$ cat src/rtl/core/uvsg_pkg.sv
package uvsg_pkg;

  // Register indexes on the configuration port
  localparam logic [1:0] REG_RING_COUNT    = 2'd0;
  localparam logic [1:0] REG_SEGMENT_COUNT = 2'd1;
  localparam logic [1:0] REG_SPHERE_RADIUS = 2'd2;

  localparam logic [12:0] RING_COUNT_RST    = 13'd8;
  localparam logic [12:0] SEGMENT_COUNT_RST = 13'd16;
  localparam logic [15:0] SPHERE_RADIUS_RST = 16'd256;

  // Phase bits after the binary point of a turn
  localparam int PHASE_BITS = 32;
  // Texture coordinate width, Q0.16 plus the 1.0 bit
  localparam int TEX_BITS = 17;

  // CORDIC datapath: Q2.30 with headroom
  localparam int CW_BITS = 34;
  localparam logic signed [CW_BITS-1:0] CORDIC_GAIN = 34'sd652032874;

  localparam int ATAN_ENTRIES = 24;
  localparam logic [31:0] ATAN_TURNS [ATAN_ENTRIES] = '{
    32'h20000000, 32'h12E4051E, 32'h09FB385B, 32'h051111D4,
    32'h028B0D43, 32'h0145D7E1, 32'h00A2F61E, 32'h00517C55,
    32'h0028BE53, 32'h00145F2F, 32'h000A2F98, 32'h000517CC,
    32'h00028BE6, 32'h000145F3, 32'h0000A2FA, 32'h0000517D,
    32'h000028BE, 32'h0000145F, 32'h00000A30, 32'h00000518,
    32'h0000028C, 32'h00000146, 32'h000000A3, 32'h00000051
  };

endpackage

$ cat src/rtl/core/uvsg_div.sv
// Restoring divider, one quotient bit per stage: integer bit, then 32 fraction bits.
// Gives round(n * 2^32 / d) mod 2^32 and round(n * 2^TEX_FRAC / d).
module uvsg_div #(
  parameter int NW = 13,
  parameter int DW = 13,
  parameter int TEX_FRAC = 16
) (
  input  logic                            clk,
  input  logic                            en,
  input  logic [NW-1:0]                   num,
  input  logic [DW-1:0]                   den,
  output logic [uvsg_pkg::PHASE_BITS-1:0] phase,
  output logic [uvsg_pkg::TEX_BITS-1:0]   tex
);

  localparam int RW = DW + 1;
  localparam int QW = uvsg_pkg::PHASE_BITS + 1;
  localparam int NS = QW;

  logic [RW-1:0]                 r_s [NS];
  logic [QW-1:0]                 q_s [NS];
  logic [uvsg_pkg::TEX_BITS-1:0] t_s [NS];

  logic [RW-1:0] den_x;
  logic [RW-1:0] half_up;

  assign den_x   = RW'(den);
  // remainder at or above this rounds the quotient up
  assign half_up = den_x - (den_x >> 1);

  for (genvar j = 0; j < NS; j++) begin : g_stage
    logic [RW-1:0]                 rin;
    logic [RW-1:0]                 rn;
    logic                          ge;
    logic [QW-1:0]                 qn;
    logic [uvsg_pkg::TEX_BITS-1:0] tn;

    if (j == 0) begin : g_first
      assign rin = RW'(num);
      assign qn  = QW'(ge);
      assign tn  = '0;
    end else begin : g_next
      assign rin  = {r_s[j-1][RW-2:0], 1'b0};
      assign qn   = {q_s[j-1][QW-2:0], ge};
      if (j == TEX_FRAC + 1) begin : g_tap
        logic [TEX_FRAC+1:0] tsum;
        assign tsum = (TEX_FRAC+2)'(q_s[j-1][TEX_FRAC:0])
                    + (TEX_FRAC+2)'(r_s[j-1] >= half_up);
        assign tn = tsum[uvsg_pkg::TEX_BITS-1:0];
      end else begin : g_pass
        assign tn = t_s[j-1];
      end
    end

    assign ge = (rin >= den_x);
    assign rn = ge ? (rin - den_x) : rin;

    always_ff @(posedge clk) begin
      if (en) begin
        r_s[j] <= rn;
        q_s[j] <= qn;
        t_s[j] <= tn;
      end
    end
  end

  logic [QW-1:0] psum;
  assign psum = q_s[NS-1] + QW'(r_s[NS-1] >= half_up);

  // round stage
  always_ff @(posedge clk) begin
    if (en) begin
      phase <= psum[uvsg_pkg::PHASE_BITS-1:0];
      tex   <= t_s[NS-1];
    end
  end

endmodule

$ cat config.mk
export PLATFORM = sky130hd
export DESIGN_NAME = uvsg_div
export DESIGN_NICKNAME = d
export VERILOG_FILES = /design/src/rtl/core/uvsg_pkg.sv /design/src/rtl/core/uvsg_div.sv
export SDC_FILE = /design/constraint.sdc
export NUM_CORES = 2
export LEC_CHECK = 0
export ABC_AREA = 1
export BUFFER_PORTS_ARGS = -buffer_cell sky130_fd_sc_hd__buf_2
export CAP_MARGIN = 15
export CELL_PAD_IN_SITES_DETAIL_PLACEMENT = 1
export CELL_PAD_IN_SITES_GLOBAL_PLACEMENT = 2
export CORE_ASPECT_RATIO = 1.75
export CORE_UTILIZATION = 47
export CTS_CLUSTER_DIAMETER = 40
export CTS_CLUSTER_SIZE = 10
export DETAILED_ROUTE_END_ITERATION = 8
export PLACE_DENSITY_LB_ADDON = 0.1
export SETUP_SLACK_MARGIN = 0.2
export SYNTH_ARGS = -nofsm -noshare
export SYNTH_HDL_FRONTEND = slang
export SYNTH_SLANG_ARGS = --single-unit
$ cat constraint.sdc
create_clock -name clk -period 17.32 [get_ports clk]
set_clock_uncertainty 0.05 [all_clocks]
set_input_delay 4.33 -clock clk [delete_from_list [all_inputs] [get_ports clk]]
set_output_delay 4.33 -clock clk [all_outputs]
set_load 0.01 [all_outputs]
=== Yosys cells after proc, flatten, opt, wreduce, memory -nomap -nowiden ===
Memory sizes are Yosys's and may differ from the RTL's. A register that Yosys moved wholly into a read port is not among the register bits.
Index checks and enable logic that the tools add are counted.

* Flip-flop bits (word level): 32
* Bits in writable memories: 2112
* Bits of input ports: 28
* Output and inout port bits: 49
* Logic and storage cells: 110
* Memories: 3

{| class="wikitable"
|+ Memories
! name !! depth !! bits a word !! rd ports !! clocked after memory_dff !! write ports !! line !! RTL
|-
| q_s || 33 || 33 || 33 || 0 || 33 || uvsg_div.sv:21 || <nowiki>logic [QW-1:0] q_s [NS];</nowiki>
|-
| t_s || 33 || 17 || 32 || 1 || 33 || uvsg_div.sv:22 || <nowiki>logic [uvsg_pkg::TEX_BITS-1:0] t_s [NS];</nowiki>
|-
| r_s || 33 || 14 || 33 || 0 || 33 || uvsg_div.sv:20 || <nowiki>logic [RW-1:0] r_s [NS];</nowiki>
|}

* Add/subtract/negate cells: 36
* Magnitude comparators: 35
* Mux-type cells: 35

{| class="wikitable"
|+ Operator list
! kind !! number
|-
| 14-bit 2-to-1 mux || 33
|-
| 14-bit by 13-bit greater-or-equal comparator with 1-bit output || 32
|-
| 14-bit by 13-bit subtractor with 14-bit output || 32
|-
| 32-bit by 1-bit adder with 32-bit output || 1
|-
| 14-bit greater-or-equal comparator || 2
|-
| 17-bit by 1-bit adder with 17-bit output || 1
|-
| 13-bit by 12-bit subtractor with 14-bit output || 1
|-
| 13-bit by 13-bit subtractor with 14-bit output || 1
|-
| 13-bit greater-or-equal comparator || 1
|-
| 1-bit 2-to-1 mux || 2
|}

=== Longest topological paths before layout ===
* Depth in word-level cells: 3
* Gate-level depth with buffers: 34
* Gate-level depth less buffers: 32

=== Worst setup path after synthesis ===
No wires, ideal clock.

* Path type: input to register
* From: in den[0]
* To: reg phase[30] in the netlist's numbering (data pin)
* Library setup time: 0.258 ns
* Arrival time: 8.631 ns
* Slack: 8.382 ns
* Cell stages on the path: 30
* Path buffers: 2
* Cell sequence: buf_4 > inv_2 > clkbuf_1 > ha_1 > fa_1 > inv_1 > nand2_1 > nand2_1 > and2_1 > a31oi_1 > xor2_1 > ha_1 > nand2_1 > nor2_1 > nand2_1 > nand2_1 > nand2_1 > nand2_1 > ha_1 > ha_1 > nand3_2 > nor2_4 > nand2_2 > nor2_4 > nand2_4 > nor2_8 > nand2_4 > nor3_4 > nand2_1 > xnor2_1

* Word-level cells in the longest chain between the ends: 3

{| class="wikitable"
|+ RTL lines
! item !! line !! RTL
|-
| start: declaration || uvsg_div.sv:11 || <nowiki>input logic [DW-1:0] den,</nowiki>
|-
| 13-bit by 12-bit subtractor with 14-bit output || uvsg_div.sv:29 || <nowiki>assign half_up = den_x - (den_x >> 1);</nowiki>
|-
| 14-bit greater-or-equal comparator || uvsg_div.sv:68 || <nowiki>assign psum = q_s[NS-1] + QW'(r_s[NS-1] >= half_up);</nowiki>
|-
| 32-bit by 1-bit adder with 32-bit output || uvsg_div.sv:68 ||
|-
| named net psum[30] || uvsg_div.sv:67 || <nowiki>logic [QW-1:0] psum;</nowiki>
|-
| end signal: assignment || uvsg_div.sv:73 || <nowiki>phase <= psum[uvsg_pkg::PHASE_BITS-1:0];</nowiki>
|-
| end: declaration || uvsg_div.sv:12 || <nowiki>output logic [uvsg_pkg::PHASE_BITS-1:0] phase,</nowiki>
|}

The timed path passes the listed nets, and every way through them passes these cells.
A chain may end at the register's enable or synchronous reset.

==> run_summary.xml <==
<?xml version="1.0" encoding="UTF-8"?>
<metrics>
  <group name="power_and_ir_drop">
    <metric name="design_power_total" unit="W">0.0135</metric>
    <metric name="ir_drop" unit="mV">0.109</metric>
    <metric name="power.switching_fraction" unit="">0.374</metric>
    <metric name="p_int" unit="W">0.00843</metric>
    <metric name="power-per-cell-area" unit="nW/um^2">182</metric>
    <metric name="comb_power_frac" unit="">0.373</metric>
    <metric name="power_leakage" unit="nW">30.7</metric>
    <metric name="clock_power_share" unit="">0.260</metric>
    <metric name="p_sw" unit="W">0.00504</metric>
    <metric name="fraction_of_power_consumed_by_sequential_logic" unit="">0.367</metric>
  </group>
  <group name="drt">
    <metric name="drt_pre_antenna_iters" unit="">4</metric>
    <metric name="antenna_left" unit="">0</metric>
    <metric name="dr.first_iter.drc_count" unit="">1748</metric>
    <metric name="route.final.wire_length" unit="microns">165000</metric>
    <metric name="drc" unit="">0</metric>
    <metric name="drt-vias-per-instance" unit="">5.38</metric>
    <metric name="dr_total_vias" unit="">43100</metric>
    <metric name="wl_per_cell" unit="microns">20.7</metric>
  </group>
  <group name="cts">
    <metric name="clk_transition_reported_paths" unit="ns">0.05</metric>
    <metric name="clock_tree.buffer_depth" unit="">3</metric>
    <metric name="tritoncts" unit="">yes</metric>
    <metric name="cts_max_level" unit="">4</metric>
    <metric name="cts_setup_buffers" unit="">0</metric>
    <metric name="clk-insertion-delay-late" unit="ns">0.80</metric>
    <metric name="cts.hold.buffers_added" unit="">0</metric>
    <metric name="clkSinkCount" unit="">1297</metric>
    <metric name="clock-root-buffer" unit="">clkbuf_16</metric>
    <metric name="cts-buffers-inserted" unit="">182</metric>
    <metric name="cts_resized" unit="">0</metric>
  </group>
  <group name="synthesis">
    <metric name="netlist.area_leader.share" unit="">0.590</metric>
    <metric name="post_synth_num_cell_types" unit="">53</metric>
    <metric name="synth.top_cells.by_area" unit="">edfxtp_1 59%, ha_1 8.9%, nand2_1 6.1%, o21ai_0 3.7%, inv_1 3.3%</metric>
    <metric name="yosys.cell_count.top_type" unit="">edfxtp_1</metric>
    <metric name="synth-edff-count" unit="">1297</metric>
    <metric name="synth-main-ff-cell" unit="">edfxtp_1</metric>
    <metric name="avgSynthCellArea" unit="sq um">11.2</metric>
    <metric name="synth.net_count" unit="">6402</metric>
    <metric name="cell_taking_the_most_area_after_synthesis" unit="">edfxtp_1</metric>
    <metric name="synth_seq_cells" unit="">1297</metric>
    <metric name="synth-seq-area-share" unit="">0.590</metric>
    <metric name="post_synth_instance_area" unit="sq um">66000</metric>
    <metric name="yosysWarnings" unit="">0</metric>
    <metric name="yosys-top-cells-count" unit="">1297 x edfxtp_1, 1071 x nand2_1, 576 x inv_1, 482 x o21ai_0, 471 x ha_1</metric>
    <metric name="asyncSetResetFlopFracSynth" unit="">0</metric>
    <metric name="synth_cells" unit="">5869</metric>
  </group>
  <group name="critical_path">
    <metric name="cp-start-kind" unit="">primary input</metric>
    <metric name="rr_startpoint" unit="">r_s[1][0]</metric>
    <metric name="critical-path-top-cell-by-count" unit="">nand2_1</metric>
    <metric name="r2r.worst_path.cells" unit="">25</metric>
    <metric name="crit_required" unit="ns">17.83</metric>
    <metric name="cp-endpoint" unit="">t_s[17][15]</metric>
    <metric name="critPathMaxStageDelay" unit="ns">0.64</metric>
    <metric name="list_of_cells_traversed_by_the_critical_path" unit="">buf_2 &gt; inv_2 &gt; buf_4 &gt; ha_1 &gt; a21oi_1 &gt; o21ai_0 &gt; a21oi_1 &gt; o21ai_0 &gt; a21oi_1 &gt; xor2_1 &gt; ha_1 &gt; nand3_1 &gt; nor2_1 &gt; nand2_1 &gt; nand2_1 &gt; nand2_1 &gt; nand2_1 &gt; ha_1 &gt; nand2_1 &gt; nor3_2 &gt; nand4_1 &gt; nor2_1 &gt; nand3_1 &gt; xnor2_1</metric>
    <metric name="path_class" unit="">primary input to flop</metric>
    <metric name="timing.rr.end" unit="">t_s[17][15]</metric>
    <metric name="critPathArrivalTime" unit="ns">9.62</metric>
    <metric name="r2r_slack" unit="ns">13.04</metric>
    <metric name="crit_path_end_kind" unit="">flop</metric>
    <metric name="top_fanout_value_on_the_critical_path" unit="">34</metric>
    <metric name="cell_type_of_the_slowest_stage_on_the_worst_timing_path" unit="">buf_4</metric>
    <metric name="start_point_of_the_critical_path" unit="">den[5]</metric>
  </group>
  <group name="sta">
    <metric name="fin_tns_setup" unit="ns">0</metric>
    <metric name="max-slew-margin-rel" unit="">0.240</metric>
    <metric name="final.min_clock_period" unit="ns">9.10</metric>
    <metric name="timing_max_transition_violations_final" unit="">0</metric>
    <metric name="timing_worst_slew_pin_value" unit="ns">1.14</metric>
    <metric name="final_report_setup_violation_count" unit="">0</metric>
    <metric name="unrepaired_setup_endpoints_after_global_routing" unit="">false</metric>
    <metric name="hold_viol_final" unit="">0</metric>
    <metric name="period_share" unit="">0.526</metric>
    <metric name="timing.fmax" unit="MHz">110</metric>
  </group>
  <group name="die">
    <metric name="core.rowCount" unit="">181</metric>
    <metric name="core_region_area" unit="sq um">139000</metric>
    <metric name="io_pins" unit="">77</metric>
    <metric name="start_util" unit="">0.474</metric>
    <metric name="chipWidth" unit="microns">285</metric>
    <metric name="die_height" unit="microns">498</metric>
    <metric name="total_die_area" unit="sq um">142000</metric>
  </group>
  <group name="placed_design">
    <metric name="placement.io_buffers" unit="">76</metric>
    <metric name="hpwl" unit="microns">113000</metric>
    <metric name="gpl.final_weighted_congestion" unit="">0.833</metric>
  </group>
  <group name="layout">
    <metric name="post_route_cells_drive_above_1_share" unit="">0.0833</metric>
    <metric name="syn_to_final_growth" unit="%">12.4</metric>
    <metric name="fin_nets" unit="">6617</metric>
    <metric name="final.fill_count" unit="">14700</metric>
  </group>
  <group name="grt">
    <metric name="maximum_number_of_pins_on_one_net_before_global_route_repair" unit="">207</metric>
    <metric name="vias_in_the_first_global_route" unit="">47600</metric>
    <metric name="wire_length_of_the_first_global_routing_pass" unit="microns">259000</metric>
    <metric name="grt_util_all_layers" unit="">0.236</metric>
    <metric name="number_of_antenna_violations_at_the_first_check_in_global_routing" unit="">3</metric>
    <metric name="grt.overflow.total" unit="">0</metric>
  </group>
  <group name="status">
    <metric name="outcome" unit="">complete, no violations</metric>
  </group>
  <group name="flow_run">
    <metric name="max-cap-violations" unit="">0</metric>
  </group>
  <group name="worst_hold_path">
    <metric name="hold_path_class" unit="">flop to flop</metric>
  </group>
</metrics>
placed cells by master (no fill, tap or decap), types with 15 or more instances in the layout:
master / synthesis / layout
buf_4: 45 / 29
xnor2_1: 157 / 157
o21ai_0: 482 / 482
nand2_2: 17 / 17
a21oi_1: 429 / 429
nand4_1: 80 / 80
nand3_1: 202 / 202
inv_1: 576 / 564
ha_1: 471 / 471
nor4_1: 15 / 15
nand3b_1: 18 / 18
nor3_1: 35 / 35
buf_2: 23 / 73
fa_1: 34 / 34
o21ai_1: 58 / 58
xor2_1: 210 / 210
or2_1: 23 / 23
nor2_1: 355 / 355
edfxtp_1: 1297 / 1297
nand2_1: 1071 / 1071
a21o_1: 88 / 88
nand3_2: 33 / 33
clkbuf_16: 0 / 184
a221oi_2: 19 / 19
or2_2: 48 / 48
cells by family (layout without fill, tap and decap cells):
family / after synthesis / in the layout / synth area share
fa+ha+maj: 505 / 505 / 0.0996
other cells: 0 / 1 / 0
buf+inv: 653 / 954 / 0.0404
flops: 1297 / 1297 / 0.590
compound gates: 1118 / 1118 / 0.0930
xor+xnor: 367 / 367 / 0.0487
simple gates: 1929 / 1929 / 0.128
flip-flops by register name (all words and copies together), names as in the netlist:
| signal | count |
|---|---|
| phase | 32 |
| q_s | 545 |
| r_s | 431 |
| t_s | 272 |
| tex | 17 |
critical path: cells and delay by family:
kind	cells	cell delay [ns]
simple gates	11	2.13
compound gates	5	0.97
xor+xnor	2	0.48
buf+inv	3	0.79
fa+ha+maj	3	0.88
power by group through the flow:
stage	clock network [W]	logic (W)	registers, W
final	0.00350	0.00502	0.00495
after floorplan	0	0.00384	0.00477
after global routing	0.00368	0.00575	0.00501
after detailed placement	0	0.00504	0.00500
after CTS	0.00359	0.00510	0.00496
after global placement	0	0.00492	0.00499
worst min path at each step:
stage                     start          end  slack [ns]  cells after the start
global placement    q_s[1][280]  q_s[1][314]        0.35                      0
detailed placement   t_s[19][5]   t_s[20][5]        0.36                      0
global route        q_s[1][103]  q_s[1][137]        0.36                      0
finish               t_s[31][2]   t_s[32][2]        0.36                      0
CTS                 q_s[0][499]    q_s[1][5]        0.35                      0
floorplan            q_s[0][66]  q_s[0][100]        0.35                      0
cell type report:
type | count | area [sq um] | area share
Timing Repair Buffer | 107 | 691 | 0.00931
Antenna cell | 1 | 2.50 | 0.0000337
Inverter | 577 | 2170 | 0.0292
Sequential cell | 1297 | 38900 | 0.525
Clock inverter | 80 | 1050 | 0.0141
Tap cell | 1830 | 2290 | 0.0309
Clock buffer | 190 | 4630 | 0.0624
Multi-Input combinational cell | 3919 | 24400 | 0.329
routing by layer:
layer	vias up	wire length, microns	GRT usage
li1	21100	-	-
met2	553	95000	0.474
met1	21200	61800	0.246
met3	272	4020	0.0306
met5	-	12	0
met4	2	4640	0.0777
stage by stage:
stage	instances	setup slack [ns]	utilization	area [sq um]	hold slack, ns
2_1_floorplan	5869	8.38	-	66000	0.350
3_3_place_gp	7729	7.68	0.492	68500	0.350
3_5_place_dp	7729	7.47	0.492	68500	0.355
4_1_cts	7999	8.13	0.532	74100	0.349
5_1_grt	8001	7.81	0.533	74200	0.357
6_report	8001	8.22	0.533	74200	0.355
(Power assumes the default switching activity.)
